## config.mk

```make
export PLATFORM = sky130hd
export DESIGN_NAME = gray_level_kmeans_quantizer
export DESIGN_NICKNAME = d
export VERILOG_FILES = /design/src/hw/rtl/kmq_pkg.sv /design/src/hw/rtl/gray_level_kmeans_quantizer.sv /design/src/hw/rtl/kmq_ram.sv /design/src/hw/rtl/kmq_div.sv
export SDC_FILE = /design/constraint.sdc
export NUM_CORES = 1
export LEC_CHECK = 0
export ABC_AREA = 1
export BUFFER_PORTS_ARGS = -buffer_cell sky130_fd_sc_hd__buf_2
export CELL_PAD_IN_SITES_DETAIL_PLACEMENT = 1
export CELL_PAD_IN_SITES_GLOBAL_PLACEMENT = 2
export CORE_MARGIN = 2
export CORE_UTILIZATION = 35
export DETAILED_ROUTE_END_ITERATION = 6
export MAX_ROUTING_LAYER = met4
export PLACE_DENSITY_LB_ADDON = 0.1
export SYNTH_ARGS = -nofsm -noshare
export SYNTH_HDL_FRONTEND = slang
export SYNTH_HIERARCHICAL = 1
export SYNTH_SLANG_ARGS = --single-unit
```

## constraint.sdc

```tcl
create_clock -name clk -period 6.2 [get_ports clk]
set_clock_uncertainty 0.15 [all_clocks]
set_input_delay 1.24 -clock clk [delete_from_list [all_inputs] [get_ports clk]]
set_output_delay 1.24 -clock clk [all_outputs]
set_load 0.01 [all_outputs]
```

## src/hw/rtl/kmq_pkg.sv

```systemverilog
// Shared types for the gray-level k-means quantizer.
`default_nettype none
package kmq_pkg;

	typedef enum logic [3:0] {
		ST_INIT,
		ST_IDLE,
		ST_CLR,
		ST_SCAN,
		ST_ACC_RD,
		ST_ACC_WR,
		ST_UPD_RD,
		ST_UPD_CHK,
		ST_UPD_DIV,
		ST_RND_END,
		ST_CLS_OUT,
		ST_EMIT_RD,
		ST_EMIT_WR
	} st_t;

	localparam logic CMD_TRAIN    = 1'b0;
	localparam logic CMD_CLASSIFY = 1'b1;

endpackage
`default_nettype wire

```

## src/hw/rtl/gray_level_kmeans_quantizer.sv

```systemverilog
// Top level of the gray-level k-means quantizer: sequencer, memories and output register.
//
// Input channel (in_valid, in_stall, command, pixel) takes one command at a time.
// A classify command scans the centroid memory one entry per cycle. Its one item, the
// nearest centroid index and value with last = 1, is loaded into the output register
// once the scan ends and the register is free; the next command can be taken once it is valid.
// A train command reloads the start centroids, then runs rounds.
// Each round runs the sum clear, the one-entry-per-cycle scan for each level with its
// accumulate step, and the bit-serial divider for each cluster that holds levels.
// At most MAX_ROUNDS rounds run. Training then returns NUM_CLUSTERS items in index
// order, each waiting while out_stall is high, the final one with last = 1.
// in_stall is high whenever a command is in progress.
// After reset the block writes the start centroids with in_stall high; a classify
// before any training uses them.
// The result sits in an output register; while out_stall is high it holds and the
// sequencer waits before it writes the next item.
`default_nettype none
module gray_level_kmeans_quantizer #(
	parameter int NUM_CLUSTERS = 16,
	parameter int NUM_LEVELS   = 256,
	parameter int MAX_ROUNDS   = 64
) (
	input  wire logic       clk,
	input  wire logic       arst_n,
	input  wire logic       in_valid,
	output      logic       in_stall,
	input  wire logic       command,
	input  wire logic [7:0] pixel,
	output      logic       out_valid,
	input  wire logic       out_stall,
	output      logic [3:0] cluster_index,
	output      logic [7:0] centroid_value,
	output      logic       converged,
	output      logic       last
);

	localparam int KW   = $clog2(NUM_CLUSTERS);
	localparam int KCW  = $clog2(NUM_CLUSTERS + 1);
	localparam int LW   = $clog2(NUM_LEVELS);
	localparam int XW   = (LW > 8) ? LW : 8;
	localparam int SW   = $clog2(NUM_LEVELS * (NUM_LEVELS - 1) / 2 + 1);
	localparam int CW   = $clog2(NUM_LEVELS + 1);
	localparam int MAXV = (NUM_LEVELS - 1 < 255) ? NUM_LEVELS - 1 : 255;

	kmq_pkg::st_t st_q, st_n;

	logic [KCW-1:0] k_q;
	logic [LW-1:0]  lvl_q;
	logic           mode_q;
	logic [7:0]     pix_q;
	logic           train_q;
	logic [XW-1:0]  bd_q;
	logic [KW-1:0]  bi_q;
	logic [7:0]     bv_q;
	logic [7:0]     c_q;
	logic           changed_q;
	logic [6:0]     round_q;

	logic           out_valid_q;
	logic [3:0]     idx_q;
	logic [7:0]     val_q;
	logic           conv_q;
	logic           last_q;

	logic           in_acc;
	logic           out_free;
	logic           out_load;
	logic [3:0]     idx_n;
	logic           last_n;

	logic           cent_we;
	logic [KW-1:0]  cent_waddr;
	logic [7:0]     cent_wdata;
	logic [KW-1:0]  cent_raddr;
	logic [7:0]     cent_rd;

	logic            sum_we;
	logic [KW-1:0]   sum_addr;
	logic [SW+CW-1:0] sum_wdata;
	logic [SW+CW-1:0] sum_rd;
	logic [SW-1:0]   sum_val;
	logic [CW-1:0]   cnt_val;

	logic           div_start;
	logic           div_busy;
	logic           div_done;
	logic [SW-1:0]  div_q;
	logic [SW+8:0]  div_ext;
	logic [7:0]     mean;

	logic [KW-1:0]  kidx;
	logic [KCW-1:0] scan_idx;
	logic [XW-1:0]  x_val;
	logic [XW-1:0]  c_ext;
	logic [XW-1:0]  delta;
	logic           k_last;
	logic           lvl_last;
	logic [7:0]     start_v;
	logic [KW+3:0]  bi_ext;
	logic [KW+3:0]  k_ext;
	logic [7:0]     round_inc;

	kmq_ram #(.WIDTH(8), .DEPTH(NUM_CLUSTERS)) u_cent_ram (
		.clk   (clk),
		.we    (cent_we),
		.waddr (cent_waddr),
		.wdata (cent_wdata),
		.raddr (cent_raddr),
		.rdata (cent_rd)
	);

	kmq_ram #(.WIDTH(SW + CW), .DEPTH(NUM_CLUSTERS)) u_sum_ram (
		.clk   (clk),
		.we    (sum_we),
		.waddr (sum_addr),
		.wdata (sum_wdata),
		.raddr (sum_addr),
		.rdata (sum_rd)
	);

	kmq_div #(.NW(SW), .DW(CW)) u_div (
		.clk      (clk),
		.arst_n   (arst_n),
		.start    (div_start),
		.dividend (sum_val),
		.divisor  (cnt_val),
		.busy     (div_busy),
		.done     (div_done),
		.quotient (div_q)
	);

	assign kidx     = k_q[KW-1:0];
	assign scan_idx = k_q - 1'b1;
	assign k_last   = (k_q == KCW'(NUM_CLUSTERS - 1));
	assign lvl_last = (lvl_q == LW'(NUM_LEVELS - 1));
	assign x_val    = (mode_q == kmq_pkg::CMD_CLASSIFY) ? XW'(pix_q) : XW'(lvl_q);
	assign c_ext    = XW'(cent_rd);
	assign delta    = (x_val > c_ext) ? x_val - c_ext : c_ext - x_val;
	assign sum_val  = sum_rd[SW+CW-1:CW];
	assign cnt_val  = sum_rd[CW-1:0];
	assign div_ext  = (SW + 9)'(div_q);
	assign mean     = (div_ext > (SW + 9)'(255)) ? 8'd255 : div_ext[7:0];
	assign start_v  = (16 * int'(k_q) + 3 > MAXV) ? 8'(MAXV) : 8'(16 * int'(k_q) + 3);
	assign bi_ext   = (KW + 4)'(bi_q);
	assign k_ext    = (KW + 4)'(kidx);
	assign round_inc = {1'b0, round_q} + 8'd1;

	assign in_acc   = in_valid && !in_stall;
	assign out_free = !out_valid_q || !out_stall;

	always_comb begin
		st_n = st_q;
		unique case (st_q)
			kmq_pkg::ST_INIT: begin
				if (k_last) begin
					st_n = train_q ? kmq_pkg::ST_CLR : kmq_pkg::ST_IDLE;
				end
			end
			kmq_pkg::ST_IDLE: begin
				if (in_acc) begin
					st_n = (command == kmq_pkg::CMD_CLASSIFY) ? kmq_pkg::ST_SCAN
						: kmq_pkg::ST_INIT;
				end
			end
			kmq_pkg::ST_CLR: begin
				if (k_last) begin
					st_n = kmq_pkg::ST_SCAN;
				end
			end
			kmq_pkg::ST_SCAN: begin
				if (k_q == KCW'(NUM_CLUSTERS)) begin
					st_n = (mode_q == kmq_pkg::CMD_CLASSIFY) ? kmq_pkg::ST_CLS_OUT
						: kmq_pkg::ST_ACC_RD;
				end
			end
			kmq_pkg::ST_ACC_RD: st_n = kmq_pkg::ST_ACC_WR;
			kmq_pkg::ST_ACC_WR: st_n = lvl_last ? kmq_pkg::ST_UPD_RD : kmq_pkg::ST_SCAN;
			kmq_pkg::ST_UPD_RD: st_n = kmq_pkg::ST_UPD_CHK;
			kmq_pkg::ST_UPD_CHK: begin
				if (cnt_val != '0) begin
					st_n = kmq_pkg::ST_UPD_DIV;
				end else begin
					st_n = k_last ? kmq_pkg::ST_RND_END : kmq_pkg::ST_UPD_RD;
				end
			end
			kmq_pkg::ST_UPD_DIV: begin
				if (div_done) begin
					st_n = k_last ? kmq_pkg::ST_RND_END : kmq_pkg::ST_UPD_RD;
				end
			end
			kmq_pkg::ST_RND_END: begin
				st_n = (changed_q && round_inc < 8'(MAX_ROUNDS)) ? kmq_pkg::ST_CLR
					: kmq_pkg::ST_EMIT_RD;
			end
			kmq_pkg::ST_CLS_OUT: begin
				if (out_free) begin
					st_n = kmq_pkg::ST_IDLE;
				end
			end
			kmq_pkg::ST_EMIT_RD: st_n = kmq_pkg::ST_EMIT_WR;
			kmq_pkg::ST_EMIT_WR: begin
				if (out_free) begin
					st_n = k_last ? kmq_pkg::ST_IDLE : kmq_pkg::ST_EMIT_RD;
				end
			end
			default: st_n = kmq_pkg::ST_IDLE;
		endcase
	end

	always_comb begin
		in_stall   = (st_q != kmq_pkg::ST_IDLE);
		cent_we    = 1'b0;
		cent_waddr = kidx;
		cent_wdata = start_v;
		cent_raddr = kidx;
		sum_we     = 1'b0;
		sum_addr   = kidx;
		sum_wdata  = '0;
		div_start  = 1'b0;
		out_load   = 1'b0;
		idx_n      = k_ext[3:0];
		last_n     = k_last;
		unique case (st_q)
			kmq_pkg::ST_INIT: begin
				cent_we = 1'b1;
			end
			kmq_pkg::ST_CLR: begin
				sum_we = 1'b1;
			end
			kmq_pkg::ST_ACC_RD: begin
				sum_addr = bi_q;
			end
			kmq_pkg::ST_ACC_WR: begin
				sum_addr  = bi_q;
				sum_we    = 1'b1;
				sum_wdata = {sum_val + SW'(lvl_q), cnt_val + 1'b1};
			end
			kmq_pkg::ST_UPD_CHK: begin
				div_start = (cnt_val != '0);
			end
			kmq_pkg::ST_UPD_DIV: begin
				cent_we    = div_done;
				cent_wdata = mean;
			end
			kmq_pkg::ST_CLS_OUT: begin
				out_load = out_free;
				idx_n    = bi_ext[3:0];
				last_n   = 1'b1;
			end
			kmq_pkg::ST_EMIT_WR: begin
				out_load = out_free;
			end
			default: begin
			end
		endcase
	end

	always_ff @(posedge clk or negedge arst_n) begin
		if (!arst_n) begin
			st_q      <= kmq_pkg::ST_INIT;
			k_q       <= '0;
			lvl_q     <= '0;
			mode_q    <= kmq_pkg::CMD_TRAIN;
			train_q   <= 1'b0;
			changed_q <= 1'b0;
			round_q   <= '0;
		end else begin
			st_q <= st_n;
			unique case (st_q)
				kmq_pkg::ST_INIT: begin
					k_q     <= k_last ? '0 : k_q + 1'b1;
					round_q <= '0;
				end
				kmq_pkg::ST_IDLE: begin
					k_q <= '0;
					if (in_acc) begin
						mode_q  <= command;
						train_q <= (command == kmq_pkg::CMD_TRAIN);
					end
				end
				kmq_pkg::ST_CLR: begin
					k_q       <= k_last ? '0 : k_q + 1'b1;
					lvl_q     <= '0;
					changed_q <= 1'b0;
				end
				kmq_pkg::ST_SCAN: begin
					k_q <= (k_q == KCW'(NUM_CLUSTERS)) ? '0 : k_q + 1'b1;
				end
				kmq_pkg::ST_ACC_WR: begin
					lvl_q <= lvl_q + 1'b1;
				end
				kmq_pkg::ST_UPD_CHK: begin
					if (cnt_val == '0) begin
						k_q <= k_last ? '0 : k_q + 1'b1;
					end
				end
				kmq_pkg::ST_UPD_DIV: begin
					if (div_done) begin
						k_q <= k_last ? '0 : k_q + 1'b1;
						if (mean != c_q) begin
							changed_q <= 1'b1;
						end
					end
				end
				kmq_pkg::ST_RND_END: begin
					round_q <= round_inc[6:0];
				end
				kmq_pkg::ST_EMIT_WR: begin
					if (out_free) begin
						k_q <= k_last ? '0 : k_q + 1'b1;
					end
				end
				default: begin
				end
			endcase
		end
	end

	always_ff @(posedge clk) begin
		if (st_q == kmq_pkg::ST_IDLE && in_acc) begin
			pix_q <= pixel;
		end
		if (st_q == kmq_pkg::ST_SCAN && k_q != '0) begin
			if (k_q == KCW'(1) || delta < bd_q) begin
				bd_q <= delta;
				bi_q <= scan_idx[KW-1:0];
				bv_q <= cent_rd;
			end
		end
		if (st_q == kmq_pkg::ST_UPD_CHK) begin
			c_q <= cent_rd;
		end
	end

	always_ff @(posedge clk or negedge arst_n) begin
		if (!arst_n) begin
			out_valid_q <= 1'b0;
		end else if (out_load) begin
			out_valid_q <= 1'b1;
		end else if (!out_stall) begin
			out_valid_q <= 1'b0;
		end
	end

	always_ff @(posedge clk) begin
		if (out_load) begin
			idx_q  <= idx_n;
			val_q  <= (st_q == kmq_pkg::ST_CLS_OUT) ? bv_q : cent_rd;
			conv_q <= (st_q == kmq_pkg::ST_CLS_OUT) ? 1'b0 : !changed_q;
			last_q <= last_n;
		end
	end

	assign out_valid      = out_valid_q;
	assign cluster_index  = idx_q;
	assign centroid_value = val_q;
	assign converged      = conv_q;
	assign last           = last_q;

	a_div_idle: assert property (@(posedge clk) disable iff (!arst_n)
		div_start |-> !div_busy)
		else $error("Divider started while busy.");

	a_no_wr_on_load: assert property (@(posedge clk) disable iff (!arst_n)
		cent_we |-> !out_load)
		else $error("Centroid write during an output load.");

	a_load_free: assert property (@(posedge clk) disable iff (!arst_n)
		out_load |-> (!out_valid_q || !out_stall))
		else $error("Output register overwritten while stalled.");

	a_idle_k: assert property (@(posedge clk) disable iff (!arst_n)
		(st_q == kmq_pkg::ST_IDLE) |-> (k_q == '0) || $past(st_q == kmq_pkg::ST_IDLE))
		else $error("Index counter not cleared on return to idle.");

endmodule
`default_nettype wire

```

## src/hw/rtl/kmq_ram.sv

```systemverilog
// Generic single-write, single-read RAM with a registered read.
`default_nettype none
module kmq_ram #(
	parameter int WIDTH = 8,
	parameter int DEPTH = 16
) (
	input  wire logic                     clk,
	input  wire logic                     we,
	input  wire logic [$clog2(DEPTH)-1:0] waddr,
	input  wire logic [WIDTH-1:0]         wdata,
	input  wire logic [$clog2(DEPTH)-1:0] raddr,
	output      logic [WIDTH-1:0]         rdata
);

	logic [WIDTH-1:0] mem_q [DEPTH];

	always_ff @(posedge clk) begin
		if (we) begin
			mem_q[waddr] <= wdata;
		end
		rdata <= mem_q[raddr];
	end

endmodule
`default_nettype wire

```

## src/hw/rtl/kmq_div.sv

```systemverilog
// Restoring divider that produces one quotient bit per cycle.
`default_nettype none
module kmq_div #(
	parameter int NW = 16,
	parameter int DW = 9
) (
	input  wire logic          clk,
	input  wire logic          arst_n,
	input  wire logic          start,
	input  wire logic [NW-1:0] dividend,
	input  wire logic [DW-1:0] divisor,
	output      logic          busy,
	output      logic          done,
	output      logic [NW-1:0] quotient
);

	localparam int CNTW = $clog2(NW + 1);

	logic [CNTW-1:0] cnt_q;
	logic [DW:0]     rem_q;
	logic [NW-1:0]   num_q;
	logic [DW-1:0]   den_q;
	logic            busy_q;
	logic            done_q;
	logic [DW:0]     trial;
	logic [DW:0]     den_ext;

	assign den_ext = {1'b0, den_q};
	assign trial   = {rem_q[DW-1:0], num_q[NW-1]};

	always_ff @(posedge clk or negedge arst_n) begin
		if (!arst_n) begin
			busy_q <= 1'b0;
			done_q <= 1'b0;
			cnt_q  <= '0;
		end else begin
			done_q <= 1'b0;
			if (start) begin
				busy_q <= 1'b1;
				cnt_q  <= CNTW'(NW);
			end else if (busy_q) begin
				cnt_q <= cnt_q - 1'b1;
				if (cnt_q == CNTW'(1)) begin
					busy_q <= 1'b0;
					done_q <= 1'b1;
				end
			end
		end
	end

	always_ff @(posedge clk) begin
		if (start) begin
			rem_q <= '0;
			num_q <= dividend;
			den_q <= divisor;
		end else if (busy_q) begin
			if (trial >= den_ext) begin
				rem_q <= trial - den_ext;
				num_q <= {num_q[NW-2:0], 1'b1};
			end else begin
				rem_q <= trial;
				num_q <= {num_q[NW-2:0], 1'b0};
			end
		end
	end

	assign busy     = busy_q;
	assign done     = done_q;
	assign quotient = num_q;

endmodule
`default_nettype wire

```

Word-level counts from Yosys, hierarchy flattened
Memories as Yosys holds them, arrays and structs flattened. A register that Yosys moved wholly into a read port is not among the register bits.
Cells that the tools add are included.
{"block": "word_totals", "elab_cells": 158, "regBits": 117, "in_bits": 13, "rom_bits": 0, "mem_count": 2, "latchBits": 0, "ram_bits": 512, "output_inout_bits": 16}
{"name": "u_sum_ram.mem_q", "depth": 16, "width": 24, "rd": 1, "rd_ports_with_merged_regs": 1, "wr": 1, "line_no": "kmq_ram.sv:15", "text": "logic [WIDTH-1:0] mem_q [DEPTH];"}
{"name": "u_cent_ram.mem_q", "depth": 16, "width": 8, "rd": 1, "rd_ports_with_merged_regs": 1, "wr": 1, "line_no": "kmq_ram.sv:15"}
{"block": "classes", "bitwise": 1, "div": 0, "eq_ne": 29, "add_sub_neg": 11, "multipliers": 0, "shifts": 0, "reduce_logical": 28, "magnitude_cmp": 6, "mux": 58}
{"op": "4-bit two-way mux", "n": 16}
{"op": "4-bit case mux with 13 select lines", "n": 1}
{"op": "8-bit two-way mux", "n": 6}
{"op": "32-bit by 9-bit > comparator with 1-bit output, second input constant", "n": 1}
{"op": "15-bit two-way mux", "n": 2}
{"op": "5-bit case mux with 6 select lines", "n": 1}
{"op": "5-bit two-way mux", "n": 5}
{"op": "24-bit two-way mux", "n": 1}
{"op": "4-bit equality test, second input constant", "n": 5}
{"op": "1-bit two-way mux", "n": 18}
{"op": "4-bit by 3-bit equality test with 1-bit output, second input constant", "n": 4}
{"op": "2-bit != test, second input constant", "n": 8}
{"op": "8-bit case mux with 2 select lines", "n": 1}
{"op": "8-bit subtractor", "n": 2}
{"op": "15-bit by 8-bit adder with 15-bit output", "n": 1}
{"op": "15-bit by 8-bit > comparator with 1-bit output, second input constant", "n": 1}
{"op": "7-bit case mux with 2 select lines", "n": 1}
{"op": "9-bit by 2-bit adder with 10-bit output, second input constant", "n": 1}
{"op": "10-bit by 9-bit >= comparator with 1-bit output", "n": 1}
{"op": "9-bit by 1-bit adder with 9-bit output, second input constant", "n": 1}
{"op": "9-bit zero test", "n": 1}
{"op": "9-bit two-way mux", "n": 1}
{"op": "9-bit nonzero test", "n": 1}
{"op": "9-bit subtractor", "n": 1}
{"op": "32 further kinds", "n": 52}

Logic depth before layout (Yosys ltp)
Gate-level depths: netlist of run 1.
{"block": "depth", "word_depth": 6, "depth_mapped": 24, "depth_no_buf": 23}

Cells and area by module
The synthesis of run 1 kept the hierarchy.
{"mod": "kmq_ram at u_sum_ram", "seq_area_each_um2": 12011.5, "instances": 1, "cells_per_inst": 1597, "area_per_inst_um2": 16951.3}
{"mod": "kmq_ram at u_cent_ram", "seq_area_each_um2": 4003.8, "instances": 1, "cells_per_inst": 551, "area_per_inst_um2": 5766.8}
{"mod": "gray_level_kmeans_quantizer", "seq_area_each_um2": 2202.1, "instances": 1, "cells_per_inst": 745, "area_per_inst_um2": 5650.4}
{"mod": "kmq_div", "seq_area_each_um2": 1051.0, "instances": 1, "cells_per_inst": 268, "area_per_inst_um2": 2157.1}

Worst setup path before layout of run 1
OpenSTA, ideal clock, no wires.
{"block": "synth_timing", "kind": "register to register", "start": "register mode_q", "end": "register bd_q[0] (enable)", "period_less_slack_ns": 4.511, "required_ns": 5.646, "setup_time_ns": 0.404, "setup_slack_ns": 1.689, "arrival_time_ns": 3.958, "n_path_buf": 1, "stages_incl_launch_ff": 24, "cell_sequence": "dfrtp_1 > inv_1 > clkbuf_1 > or2_2 > o21ai_0 > ha_1 > inv_1 > fa_1 > nand3_1 > nand2_1 > a21oi_1 > nand2_1 > nand2_2 > inv_2 > nand2_1 > nand3_1 > nand2_1 > inv_1 > ha_1 > nand2_1 > inv_1 > nand4_1 > o211ai_1 > a21oi_1"}
{"block": "synth_between", "elab_chain_cells": 6, "word_cells_on_any_way": 8, "cone_classes": "2 x add/sub; 2 x order compare; 2 x mux; 2 x reduce/logical"}
{"item": "from (decl)", "line_no": "gray_level_kmeans_quantizer.sv:49", "text": "logic mode_q;"}
{"item": "from (signal assigned)", "line_no": "gray_level_kmeans_quantizer.sv:263", "text": "mode_q <= kmq_pkg::CMD_TRAIN;"}
{"item": "from (signal assigned)", "line_no": "gray_level_kmeans_quantizer.sv:277", "text": "mode_q <= command;"}
{"item": "8-bit two-way mux (*)", "line_no": "gray_level_kmeans_quantizer.sv:136", "text": "assign x_val = (mode_q == kmq_pkg::CMD_CLASSIFY) ? XW'(pix_q) : XW'(lvl_q);"}
{"item": "8-bit subtractor or 8-bit > comparator (tied branches)", "line_no": "gray_level_kmeans_quantizer.sv:138", "text": "assign delta = (x_val > c_ext) ? x_val - c_ext : c_ext - x_val;"}
{"item": "8-bit two-way mux (*)", "line_no": "gray_level_kmeans_quantizer.sv:138"}
{"item": "named net delta[7]", "line_no": "gray_level_kmeans_quantizer.sv:95", "text": "logic [XW-1:0] delta;"}
{"item": "8-bit less-than comparator (*)", "line_no": "gray_level_kmeans_quantizer.sv:324", "text": "if (k_q == KCW'(1) || delta < bd_q) begin"}
{"item": "1-bit logical OR (*)", "line_no": "gray_level_kmeans_quantizer.sv:324"}
{"item": "2-bit AND reduction (no source line) (*)"}
{"item": "to (signal assigned)", "line_no": "gray_level_kmeans_quantizer.sv:325", "text": "bd_q <= delta;"}
{"item": "to (decl)", "line_no": "gray_level_kmeans_quantizer.sv:52", "text": "logic [XW-1:0] bd_q;"}
Mark *: on every way through the listed nets, which the timed path passes. The rest lies on a longest branch.
A chain may end at the register's enable or synchronous reset.

Worst setup path after layout of run 1
{"block": "layout_timing", "start": "register mode_q", "end": "register bi_q[2] (enable)"}
{"block": "layout_between", "elab_chain_cells": 6, "word_cells_on_any_way": 8, "cone_classes": "2 x add/sub; 2 x order compare; 2 x mux; 2 x reduce/logical"}
{"item": "8-bit two-way mux (*)", "line_no": "gray_level_kmeans_quantizer.sv:136"}
{"item": "8-bit subtractor or 8-bit > comparator (tied branches)", "line_no": "gray_level_kmeans_quantizer.sv:138"}
{"item": "8-bit two-way mux (*)", "line_no": "gray_level_kmeans_quantizer.sv:138"}
{"item": "named net delta[7]", "line_no": "gray_level_kmeans_quantizer.sv:95"}
{"item": "8-bit less-than comparator (*)", "line_no": "gray_level_kmeans_quantizer.sv:324"}
{"item": "1-bit logical OR (*)", "line_no": "gray_level_kmeans_quantizer.sv:324"}
{"item": "2-bit AND reduction (no source line) (*)"}
{"item": "to (signal assigned)", "line_no": "gray_level_kmeans_quantizer.sv:326", "text": "bi_q <= scan_idx[KW-1:0];"}
{"item": "to (decl)", "line_no": "gray_level_kmeans_quantizer.sv:53", "text": "logic [KW-1:0] bi_q;"}
Marked as above.

==> run summary, run 1 <==
Final HPWL DP: 58620 um
antenna violations before repair: 2
later-pin clock latency in the skew report: 0.64 ns
Final period util: 68.77%
IO Pins: 29
Worst Path Buf+Inv: 6
most frequent cells in the layout: nand2_1 (962), edfxtp_1 (586), inv_1 (544), nand3_1 (445), nor2_1 (100)
gpl congestion: 0.8070
Die Y: 299.3 um
setup ws final: 1.937 ns
maximum VDD drop: 0.0002379 V
via-per-instance ratio: 4.886
Pwr Density: 456.1 nW/um^2
gr ovfl total: 0
Hold Path Origin: u_div/rem_q[6]$_SDFFE_PP0P_
port buffer count: 28
CP Capture Type: register
Ys Warns: 6
Avg WL per Cell: 20.95 um
leakage power: 0.01486 uW
Num CTS Buffers: 79
cell mode on critical path: nand2_1
RSZ-0062 raised after global routing: false
die width: 299.3 um
Crit path largest cell delay: 0.46 ns
Final min period: 4.263 ns
top-area cell type share of the netlist area: 57.65%
clk slew on worst S/H paths: 0.06 ns
run status: complete, no violations
commonest non-fill, non-tap cell in the layout: nand2_1
crit path max fanout: 20
site row count: 108
fin. max-slew vios: 0
Slew HR: 8.092%
number of global-route vias before repair: 22390
first-pass GRT wire length: 140100 um
Yosys reg bits: 661
largest delay contributor family on the critical path: simple AND/OR/NAND/NOR gates
worst-path cell chain: inv_1 > or2_2 > o21ai_0 > ha_1 > inv_1 > fa_1 > nand3_1 > nand2_1 > a21oi_1 > nand2_1 > nand2_2 > inv_2 > nand2_1 > nand3_1 > nand2_1 > inv_1 > ha_1 > nand2_1 > inv_1 > nand4_1 > o211ai_1 > a21oi_2 > buf_4
final setup vio count: 0
Avg Inst Size Synth: 9.657 um^2
total track usage: 21.39%
Top FF cell, synth: edfxtp_1
H-tree depth: 3
Mapped Cells: 3161
ANT nets after route: 0
Setup TNS: 0 ns
Final nets: 3262
Max Cap Viol: 0
routed via count: 21590
largest net degree at the start of global routing: 129
Area contributors post-synth: edfxtp_1 (58%), nand2_1 (12%), nand3_1 (7.3%), inv_1 (6.7%), dfrtp_1 (2.8%)
Setup WS pre-CTS: 1.925 ns
CP max stage cell: dfrtp_1
share of cells above drive strength 1: 8.436%
Critical Path Source Type: register
sequential share of the synthesized area: 63.12%
fill count: 9800
Synthesized Nets: 3229
setup bufs post-CTS: 0
post-synthesis cell area: 30530 um^2
Sink Count: 661
die area: 89600 um^2
EDFF count, synth: 586
Initial Util: 35.24%
clk root buf: clkbuf_16
Distinct cells, synth: 47
CP Data Arrival Time: 4.41 ns
Least-Margin Pin Slew: 1.364 ns
initial drt markers: 1324
# DRC: 0
Fin. Hold Viols: 0
drt first pass iters: 5
post-cts sizing count: 0
CP startpoint: mode_q$_DFFE_PN0P_
Routed WL: 92570 um
synthesis-to-finish area growth: 12.87%
Reg-to-Reg Start: mode_q$_DFFE_PN0P_
CTS tree: built
clock buffer depth: 3
cell taking the most area after synthesis: edfxtp_1
Worst Hold Class: reg -> reg
highest clock rate: 0.2346 GHz
Critical Path RT: 6.35 ns
critical path class: reg -> reg
Post-CTS Hold Fix Bufs: 0
Async SR Flop Fraction: 5.144%
core area: 86620 um^2
layer usage:
layer  share of wire [%]  track usage, %  up-vias
li1                    -               -    10290
met1                  48           28.97    10860
met4                 2.3           5.571        0
met3                 2.9           2.508      125
met2                  47           34.20      313
met5                   0               -        -
worst paths after layout:
kind / slack, ns / cells past startpoint / endpoint
min in group asynchronous: 0.58 / 1 / mode_q$_DFFE_PN0P_
worst min register to register: 0.33 / 2 / u_div/rem_q[6]$_SDFFE_PP0P_
max in group asynchronous: 4.73 / 1 / k_q[0]$_DFFE_PN0P_
worst min-delay path: 0.33 / 2 / u_div/rem_q[6]$_SDFFE_PP0P_
worst max-delay path: 1.94 / 23 / bi_q[2]$_DFFE_PP_
worst max register to register: 1.94 / 23 / bi_q[2]$_DFFE_PP_
stage by stage:
| step | util (%) | total power (uW) | cells | instance area, um^2 | hold WS, ns |
|---|---|---|---|---|---|
| after floorplan | - | 9506 | 3161 | 30530 | 0.2756 |
| after global placement | 36.88 | 11350 | 4266 | 31940 | 0.3144 |
| after detailed placement | 36.88 | 11420 | 4266 | 31940 | 0.3233 |
| after CTS | 39.73 | 15950 | 4413 | 34420 | 0.3349 |
| after global routing | 39.77 | 16770 | 4417 | 34450 | 0.3569 |
| final | 39.78 | 15710 | 4418 | 34450 | 0.3261 |
Yosys cell counts, drive strengths merged (10+ instances only):
cell / instances
xor2: 17
nand3b: 10
nand2: 972
clkbuf: 20
dfxtp: 41
nor2: 126
dfrtp: 34
nand3: 449
ha: 51
buf: 101
edfxtp: 586
nor3: 10
o21ai: 74
a21oi: 52
inv: 562
tightest hold or removal path: stages (launching register included):
cell	delay [ns]
dfxtp_1	0.32
nand2_1	0.06
nand2_1	0.05
layout make-up:
class	instances	area [um^2]	area share, %
antenna	3	7.507	0.02179
clock buffer	113	2235	6.486
clock inverter	34	237.7	0.6900
inverter	563	2120	6.152
multi-input combinational	1816	8657	25.13
sequential	661	19270	55.93
tap	1155	1445	4.195
timing repair buffer	73	481.7	1.398
cells by family (layout without fill, tap and decap cells):
| group | Yosys count | after routing | share of synthesized area [%] |
|---|---|---|---|
| adders and majority gates | 55 | 55 | 2.353 |
| AOI/OAI and AO/OA | 155 | 155 | 2.841 |
| other | 0 | 3 | 0 |
| buffers and inverters | 684 | 783 | 9.128 |
| and+or+nand+nor | 1585 | 1585 | 21.95 |
| DFF | 661 | 661 | 63.12 |
| xor gates and xnor gates | 21 | 21 | 0.6025 |
where the power goes:
group	internal (uW)	leakage, uW	total (uW)	switching [uW]
sequential	5460	0.00641	5850	383
clock	2560	0.00123	4470	1900
combinational	1540	0.00722	5400	3860
total	9570	0.0149	15700	6150
registers in the layout, indices dropped and copies added, names as in the netlist, 4 cells and up:
name	flops
bv_q	8
u_div/quotient	15
cluster_index	4
u_div/cnt_q	4
u_div/den_q	9
lvl_q	8
u_div/rem_q	9
st_q	4
centroid_value	8
u_cent_ram/rdata	8
k_q	5
bi_q	4
c_q	8
round_q	7
bd_q	8
u_sum_ram/rdata	24
pix_q	8
u_sum_ram/mem_q	384
u_cent_ram/mem_q	128
Power figures use the tool's default switching activity.
==> inputs of run 2 (changes only) <==
==> constraint.sdc (replaced) <==
create_clock -name clk -period 4.15 [get_ports clk]
set_clock_uncertainty 0.15 [all_clocks]
set_input_delay 0.83 -clock clk [delete_from_list [all_inputs] [get_ports clk]]
set_output_delay 0.83 -clock clk [all_outputs]
set_load 0.01 [all_outputs]
==> run 2 against run 1 <==
  * Sequential cell count unchanged
  * Global-route usage grew 0.15 points
  * Highest routed layer unchanged
  * Sequential power grew 48%
  * Critical endpoint is now bd_q[6]$_DFFE_PP_
  * Wire length fell by 0.26%
  * Non-clock buffer count rose by 74
  * Worst setup slack worse by 1.6 ns
  * Via count is 0.62% higher
==> run summary, run 2 (synthesis gave the netlist of run 1 again) <==
run status: complete, no violations (unchanged)
Final Instance Area: 35330 um^2 (was 34450 um^2)
commonest non-fill, non-tap cell in the layout: nand2_1 (unchanged)
share of cells above drive strength 1: 10.78% (was 8.436%)
CTS tree: built (unchanged)
die area: 89600 um^2 (unchanged)
Initial Util: 35.24% (unchanged)
CP Data Arrival Time: 4.06 ns (was 4.41 ns)
IO Pins: 29 (unchanged)
core area: 86620 um^2 (unchanged)
gr ovfl total: 0 (unchanged)
gpl congestion: 0.8075 (was 0.8070)
Slew HR: 23.60% (was 8.092%)
Gate power share: 35.3% (was 34.4%)
Final min period: 3.858 ns (was 4.263 ns)
Sw Pwr: 9278 uW (was 6146 uW)
Post-CTS Hold Fix Bufs: 0 (unchanged)
post-route insts no fill: 4487 (was 4418)
Avg WL per Cell: 20.58 um (was 20.95 um)
setup ws final: 0.2922 ns (was 1.937 ns)
clock group share of total power: 29.2% (was 28.4%)
Max Cap Viol: 0 (unchanged)
clk slew on worst S/H paths: 0.06 ns (about the same)
Routed WL: 92320 um (was 92570 um)
Num CTS Buffers: 79 (unchanged)
Critical Path RT: 4.35 ns (was 6.35 ns)
critical path class: reg -> reg (unchanged)
total track usage: 21.54% (was 21.39%)
routed via count: 21720 (was 21590)
Critical Path Source Type: register (unchanged)
Least-Margin Pin Slew: 1.146 ns (was 1.364 ns)
hold_ws: 0.1658 ns (was 0.3261 ns)
Cell Area, Placed: 32550 um^2 (was 31940 um^2)
maximum VDD drop: 0.0003825 V (was 0.0002379 V)
site row count: 108 (unchanged)
Sink Count: 661 (unchanged)
ANT nets after route: 0 (unchanged)
number of global-route vias before repair: 22600 (was 22390)
clock buffer depth: 3 (unchanged)
first-pass GRT wire length: 141300 um (was 140100 um)
Seq pwr share: 35.5% (was 37.2%)
crit path max fanout: 9 (was 20)
Cell Int Power: 15010 uW (was 9567 uW)
dpl cells: 4335 (was 4266)
synthesis-to-finish area growth: 15.75% (was 12.87%)
Pwr Density: 687.3 nW/um^2 (was 456.1 nW/um^2)
Sw Share: 38.21% (was 39.11%)
CP max stage cell: fa_2 (was dfrtp_1)
cell mode on critical path: nand2_1 (unchanged)
Worst Hold Class: in -> async (was reg -> reg)
antenna violations before repair: 5 (was 2)
Crit path largest cell delay: 0.40 ns (was 0.46 ns)
Final period util: 92.96% (was 68.77%)
leading registers by flop count: u_sum_ram/mem_q x384, u_cent_ram/mem_q x128, u_sum_ram/rdata x24 (unchanged)
Die Y: 299.3 um (unchanged)
via-per-instance ratio: 4.841 (was 4.886)
Final nets: 3336 (was 3262)
clk root buf: clkbuf_16 (unchanged)
# DRC: 0 (unchanged)
leakage power: 0.01535 uW (was 0.01486 uW)
drt first pass iters: 5 (unchanged)
most flop-heavy register: u_sum_ram/mem_q (unchanged)
later-pin clock latency in the skew report: 0.64 ns (about the same)
H-tree depth: 3 (unchanged)
flip-flop count of the largest register after layout: 384 (unchanged)
CP Capture Type: register (unchanged)
Fin. Hold Viols: 0 (unchanged)
port buffer count: 28 (unchanged)
die width: 299.3 um (unchanged)
Reg2Reg Depth: 24 (was 23)
fin. max-slew vios: 0 (unchanged)
Setup WS pre-CTS: -0.02355 ns (was 1.925 ns)
Final HPWL DP: 59880 um (was 58620 um)
final setup vio count: 0 (unchanged)
initial drt markers: 1364 (was 1324)
highest clock rate: 0.2592 GHz (was 0.2346 GHz)
worst-path cell chain: inv_2 > or2_2 > o21ai_2 > ha_2 > inv_1 > fa_2 > nand3_1 > nand2_2 > a21oi_2 > nand2_1 > nand2_4 > inv_2 > nand2_1 > nand3_1 > nand2_1 > inv_1 > ha_1 > nand2_1 > inv_1 > nand4_1 > o211ai_1 > a21oi_2 > buf_4 > clkbuf_16 (was inv_1 > or2_2 > o21ai_0 > ha_1 > inv_1 > fa_1 > nand3_1 > nand2_1 > a21oi_1 > nand2_1 > nand2_2 > inv_2 > nand2_1 > nand3_1 > nand2_1 > inv_1 > ha_1 > nand2_1 > inv_1 > nand4_1 > o211ai_1 > a21oi_2 > buf_4)
most frequent cells in the layout: nand2_1 (961), edfxtp_1 (586), inv_1 (543), nand3_1 (445), buf_4 (111) (was nand2_1 (962), edfxtp_1 (586), inv_1 (544), nand3_1 (445), nor2_1 (100))
largest net degree at the start of global routing: 86 (was 129)
Final Util: 40.79% (was 39.78%)
## run 2: cell types whose count changed in the layout (fill, tap and decap cells not counted), sizes merged
| cell | delta |
|---|---|
| clkbuf | -4 |
| bufinv | +7 |
| clkinvlp | +1 |
| inv | -3 |
| buf | +73 |
| clkinv | -3 |
| diode | -2 |
## run 2: worst max-delay path, delay by kind of cell, from the launching register on
| kind | cells | cell delay (ns) |
|---|---|---|
| adder cells (fa/ha/maj) | 3 | 0.90 |
| AND/OR/NAND/NOR | 10 | 1.06 |
| flip-flops | 1 | 0.36 |
| AO/OA/AOI/OAI | 4 | 0.48 |
| buffers and inverters | 7 | 0.62 |
## run 2: worst paths after layout
check                                            start                           to  slack, ns
max                                 mode_q$_DFFE_PN0P_            bd_q[6]$_DFFE_PP_       0.29
min                                             arst_n         lvl_q[5]$_DFFE_PN0P_       0.17
max reg2reg                         mode_q$_DFFE_PN0P_            bd_q[6]$_DFFE_PP_       0.29
min reg2reg                u_div/rem_q[7]$_SDFFE_PP0P_  u_div/rem_q[7]$_SDFFE_PP0P_       0.33
max in group asynchronous                       arst_n           k_q[0]$_DFFE_PN0P_       3.08
min in group clk                              pixel[3]           pix_q[3]$_DFFE_PP_       0.24
## run 2: cell type report
class                           instances  area [um^2]
Antenna cell                            1        2.502
Timing Repair Buffer                  147         1139
Clock inverter                         36        454.2
Fill cell                            9730        51280
Multi-Input combinational cell       1816         8697
Sequential cell                       661        19270
Inverter                              563         2120
Clock buffer                          108         2207
Tap cell                             1155         1445
## run 2: power groups by stage
stage,clock network (uW),logic (uW),registers [uW]
global route,7530,9740,8680
floorplan,0,5640,8570
detailed placement,0,8530,8750
global placement,0,8440,8730
finish,7090,8560,8630
CTS,7300,8570,8620
## run 2: through the flow
step / total power, uW / TNS [ns]
floorplan: 14210 / 0
global placement: 17160 / -0.5354
detailed placement: 17280 / -0.3871
CTS: 24490 / 0
global route: 25950 / -0.3666
finish: 24280 / 0
## run 2: layer usage
layer | share of wire (%) | global-route usage [%] | routed length (um) | up-vias
li1 | - | - | - | 10450
met1 | 48 | 29.46 | 44270 | 10840
met2 | 47 | 34.14 | 43080 | 320
met3 | 3.4 | 2.935 | 3102 | 110
met4 | 2.0 | 4.929 | 1867 | 0
met5 | 0 | - | 0 | -
## run 2: timing repair
item,CTS,global route
pin swaps,1,4
gates cloned,0,1
setup buffers,1,5
gates resized for setup,2,19
endpoints found under the setup margin,19,20
==> inputs of run 3 (changes only) <==
==> constraint.sdc (replaced) <==
create_clock -name clk -period 3.55 [get_ports clk]
set_clock_uncertainty 0.15 [all_clocks]
set_input_delay 0.71 -clock clk [delete_from_list [all_inputs] [get_ports clk]]
set_output_delay 0.71 -clock clk [all_outputs]
set_load 0.01 [all_outputs]
==> run 3 against run 2 <==
  * The flow now finishes with violations (setup timing)
  * Worst setup slack lost 0.41 ns
  * Critical path depth decreased by 2
  * Hold slack got worse by 0.10 ns
  * Global-route usage up 0.12 points
  * Cell count is 1.3% higher
  * Die area stayed put
  * Wire length increased by 0.38%
  * Critical path type unchanged
==> run summary, run 3 (synthesis gave the netlist of run 1 again) <==
Pwr Density: 814.1 nW/um^2 (was 687.3 nW/um^2)
initial drt markers: 1160 (was 1364)
H-tree depth: 3 (unchanged)
leading registers by flop count: u_sum_ram/mem_q x384, u_cent_ram/mem_q x128, u_sum_ram/rdata x24 (unchanged)
flip-flop count of the largest register after layout: 384 (unchanged)
antenna diode count: 0 (was 1)
share of cells above drive strength 1: 13.54% (was 10.78%)
maximum VDD drop: 0.0006903 V (was 0.0003825 V)
critical path class: reg -> reg (unchanged)
fill count: 9732 (was 9730)
CP max stage cell: dfrtp_2 (was fa_2)
max layer used: met4 (unchanged)
Critical Path RT: 3.72 ns (was 4.35 ns)
worst-path cell chain: inv_4 > or2_4 > o21ai_4 > ha_4 > inv_2 > fa_2 > nand3_2 > nand2_2 > a21oi_2 > nand2_2 > nand2_8 > buf_6 > nand2_1 > nand2_2 > ha_4 > a21oi_2 > o21ai_2 > nand4_1 > o211ai_1 > a21oi_4 > buf_4 > buf_12 (was inv_2 > or2_2 > o21ai_2 > ha_2 > inv_1 > fa_2 > nand3_1 > nand2_2 > a21oi_2 > nand2_1 > nand2_4 > inv_2 > nand2_1 > nand3_1 > nand2_1 > inv_1 > ha_1 > nand2_1 > inv_1 > nand4_1 > o211ai_1 > a21oi_2 > buf_4 > clkbuf_16)
Routed met2 length: 45780 um (was 43080 um)
commonest non-fill, non-tap cell in the layout: nand2_1 (unchanged)
Max Cap Viol: 0 (unchanged)
Critical Path Source Type: register (unchanged)
synthesis-to-finish area growth: 18.26% (was 15.75%)
site row count: 108 (unchanged)
fin. max-slew vios: 0 (unchanged)
drt first pass iters: 5 (unchanged)
most frequent cells in the layout: nand2_1 (947), edfxtp_1 (586), inv_1 (537), nand3_1 (444), buf_4 (156) (was nand2_1 (961), edfxtp_1 (586), inv_1 (543), nand3_1 (445), buf_4 (111))
Sink Count: 661 (unchanged)
routed via count: 21760 (was 21720)
clk slew on worst S/H paths: 0.06 ns (about the same)
clock buffer depth: 3 (unchanged)
Num CTS Buffers: 78 (was 79)
first-pass GRT wire length: 142300 um (was 141300 um)
gr ovfl total: 0 (unchanged)
met1 WL: 42090 um (was 44270 um)
cell mode on critical path: nand2_2 (was nand2_1)
total track usage: 21.66% (was 21.54%)
later-pin clock latency in the skew report: 0.63 ns (was 0.64 ns)
run status: finished, violations left (was complete, no violations)
failing checks: setup timing
die area: 89600 um^2 (unchanged)
gpl congestion: 0.7948 (was 0.8075)
CTS tree: built (unchanged)
most flop-heavy register: u_sum_ram/mem_q (unchanged)
Fin. Hold Viols: 0 (unchanged)
highest clock rate: 0.2729 GHz (was 0.2592 GHz)
IO Pins: 29 (unchanged)
clk root buf: clkbuf_16 (unchanged)
ANT nets after route: 0 (unchanged)
number of global-route vias before repair: 22850 (was 22600)
Final min period: 3.664 ns (was 3.858 ns)
CP Capture Type: register (unchanged)
Final HPWL DP: 59460 um (was 59880 um)
crit path max fanout: 10 (was 9)
Design Power: 29390 uW (was 24280 uW)
largest net degree at the start of global routing: 89 (was 86)
Slew HR: 18.39% (was 23.60%)
Setup WS pre-CTS: -0.3605 ns (was -0.02355 ns)
leakage power: 0.01567 uW (was 0.01535 uW)
RSZ-0062 raised after global routing: true
Least-Margin Pin Slew: 1.221 ns (was 1.146 ns)
final setup vio count: 20 (was 0)
Die Y: 299.3 um (unchanged)
setup ws final: -0.1138 ns (was 0.2922 ns)
Initial Util: 35.24% (unchanged)
Worst Hold Class: in -> async (unchanged)
Avg WL per Cell: 20.39 um (was 20.58 um)
antenna violations before repair: 0 (was 5)
hold_ws: 0.06322 ns (was 0.1658 ns)
Final period util: 103.2% (was 92.96%)
WL met3: 2502 um (was 3102 um)
port buffer count: 28 (unchanged)
Final nets: 3396 (was 3336)
Routed WL: 92670 um (was 92320 um)
Post-CTS Hold Fix Bufs: 0 (unchanged)
via-per-instance ratio: 4.787 (was 4.841)
core area: 86620 um^2 (unchanged)
# DRC: 0 (unchanged)
Crit path largest cell delay: 0.40 ns (about the same)
CP Data Arrival Time: 3.84 ns (was 4.06 ns)
die width: 299.3 um (unchanged)
## run 3: cell type report
| type | count | area, um^2 | share of cell area [%] |
|---|---|---|---|
| clock buffers | 111 | 2251 | 6.235 |
| clock inverters | 32 | 284.0 | 0.7868 |
| inverters | 563 | 2130 | 5.899 |
| multi-input cells | 1816 | 8956 | 24.81 |
| flip-flops and latches | 661 | 19270 | 53.38 |
| well taps | 1155 | 1445 | 4.003 |
| repair buffers | 208 | 1763 | 4.884 |
## run 3: timing repair
action                                  CTS  global route
setup buffers                            13             4
pin swaps                                20            19
gates resized for setup                  43            38
cloned                                    2             0
endpoints found under the setup margin   20            20
## run 3: per-stage QoR
| step | utilization [%] | setup TNS (ns) | area [um^2] | instances |
|---|---|---|---|---|
| global placement | 38.21 | -6.670 | 33090 | 4386 |
| detailed placement | 38.21 | -7.119 | 33090 | 4386 |
| global route | 41.68 | -6.409 | 36100 | 4546 |
| floorplan | - | -5.113 | 30580 | 3161 |
| CTS | 41.50 | -2.144 | 35950 | 4543 |
| finish | 41.68 | -2.050 | 36100 | 4546 |
## run 3: critical path, delay by kind of cell (launching register included)
| family | cells | cell delay (ns) |
|---|---|---|
| AND/OR/NAND/NOR | 8 | 0.83 |
| AO/OA/AOI/OAI | 6 | 0.77 |
| adder cells (fa/ha/maj) | 3 | 0.74 |
| buffers and inverters | 5 | 0.48 |
| flip-flops | 1 | 0.40 |
## run 3: path summary, 6_finish.rpt
path                                        startpoint                     end  cells after the start  slack [ns]
setup / recovery                    mode_q$_DFFE_PN0P_       bv_q[1]$_DFFE_PP_                     22       -0.11
hold / removal                                  arst_n  round_q[2]$_DFFE_PN0P_                      1        0.06
setup reg to reg                    mode_q$_DFFE_PN0P_       bv_q[1]$_DFFE_PP_                     22       -0.11
hold reg to reg            u_cent_ram/rdata[7]$_DFF_P_       bv_q[7]$_DFFE_PP_                      0        0.32
max in group asynchronous                       arst_n      mode_q$_DFFE_PN0P_                      1        2.54
min in group clk                              pixel[5]      pix_q[5]$_DFFE_PP_                      1        0.17
## run 3: where the power goes
| part | switching (uW) | internal, uW |
|---|---|---|
| sequential | 532 | 9540 |
| clock | 3250 | 4710 |
| combinational | 7350 | 4010 |
| total | 11100 | 18300 |
## run 3: per-layer routing
| metal | vias to the layer above | global-route usage [%] |
|---|---|---|
| met3 | 122 | 2.414 |
| met4 | 0 | 5.976 |
| met2 | 250 | 36.65 |
| li1 | 10560 | - |
| met5 | - | - |
| met1 | 10830 | 27.57 |
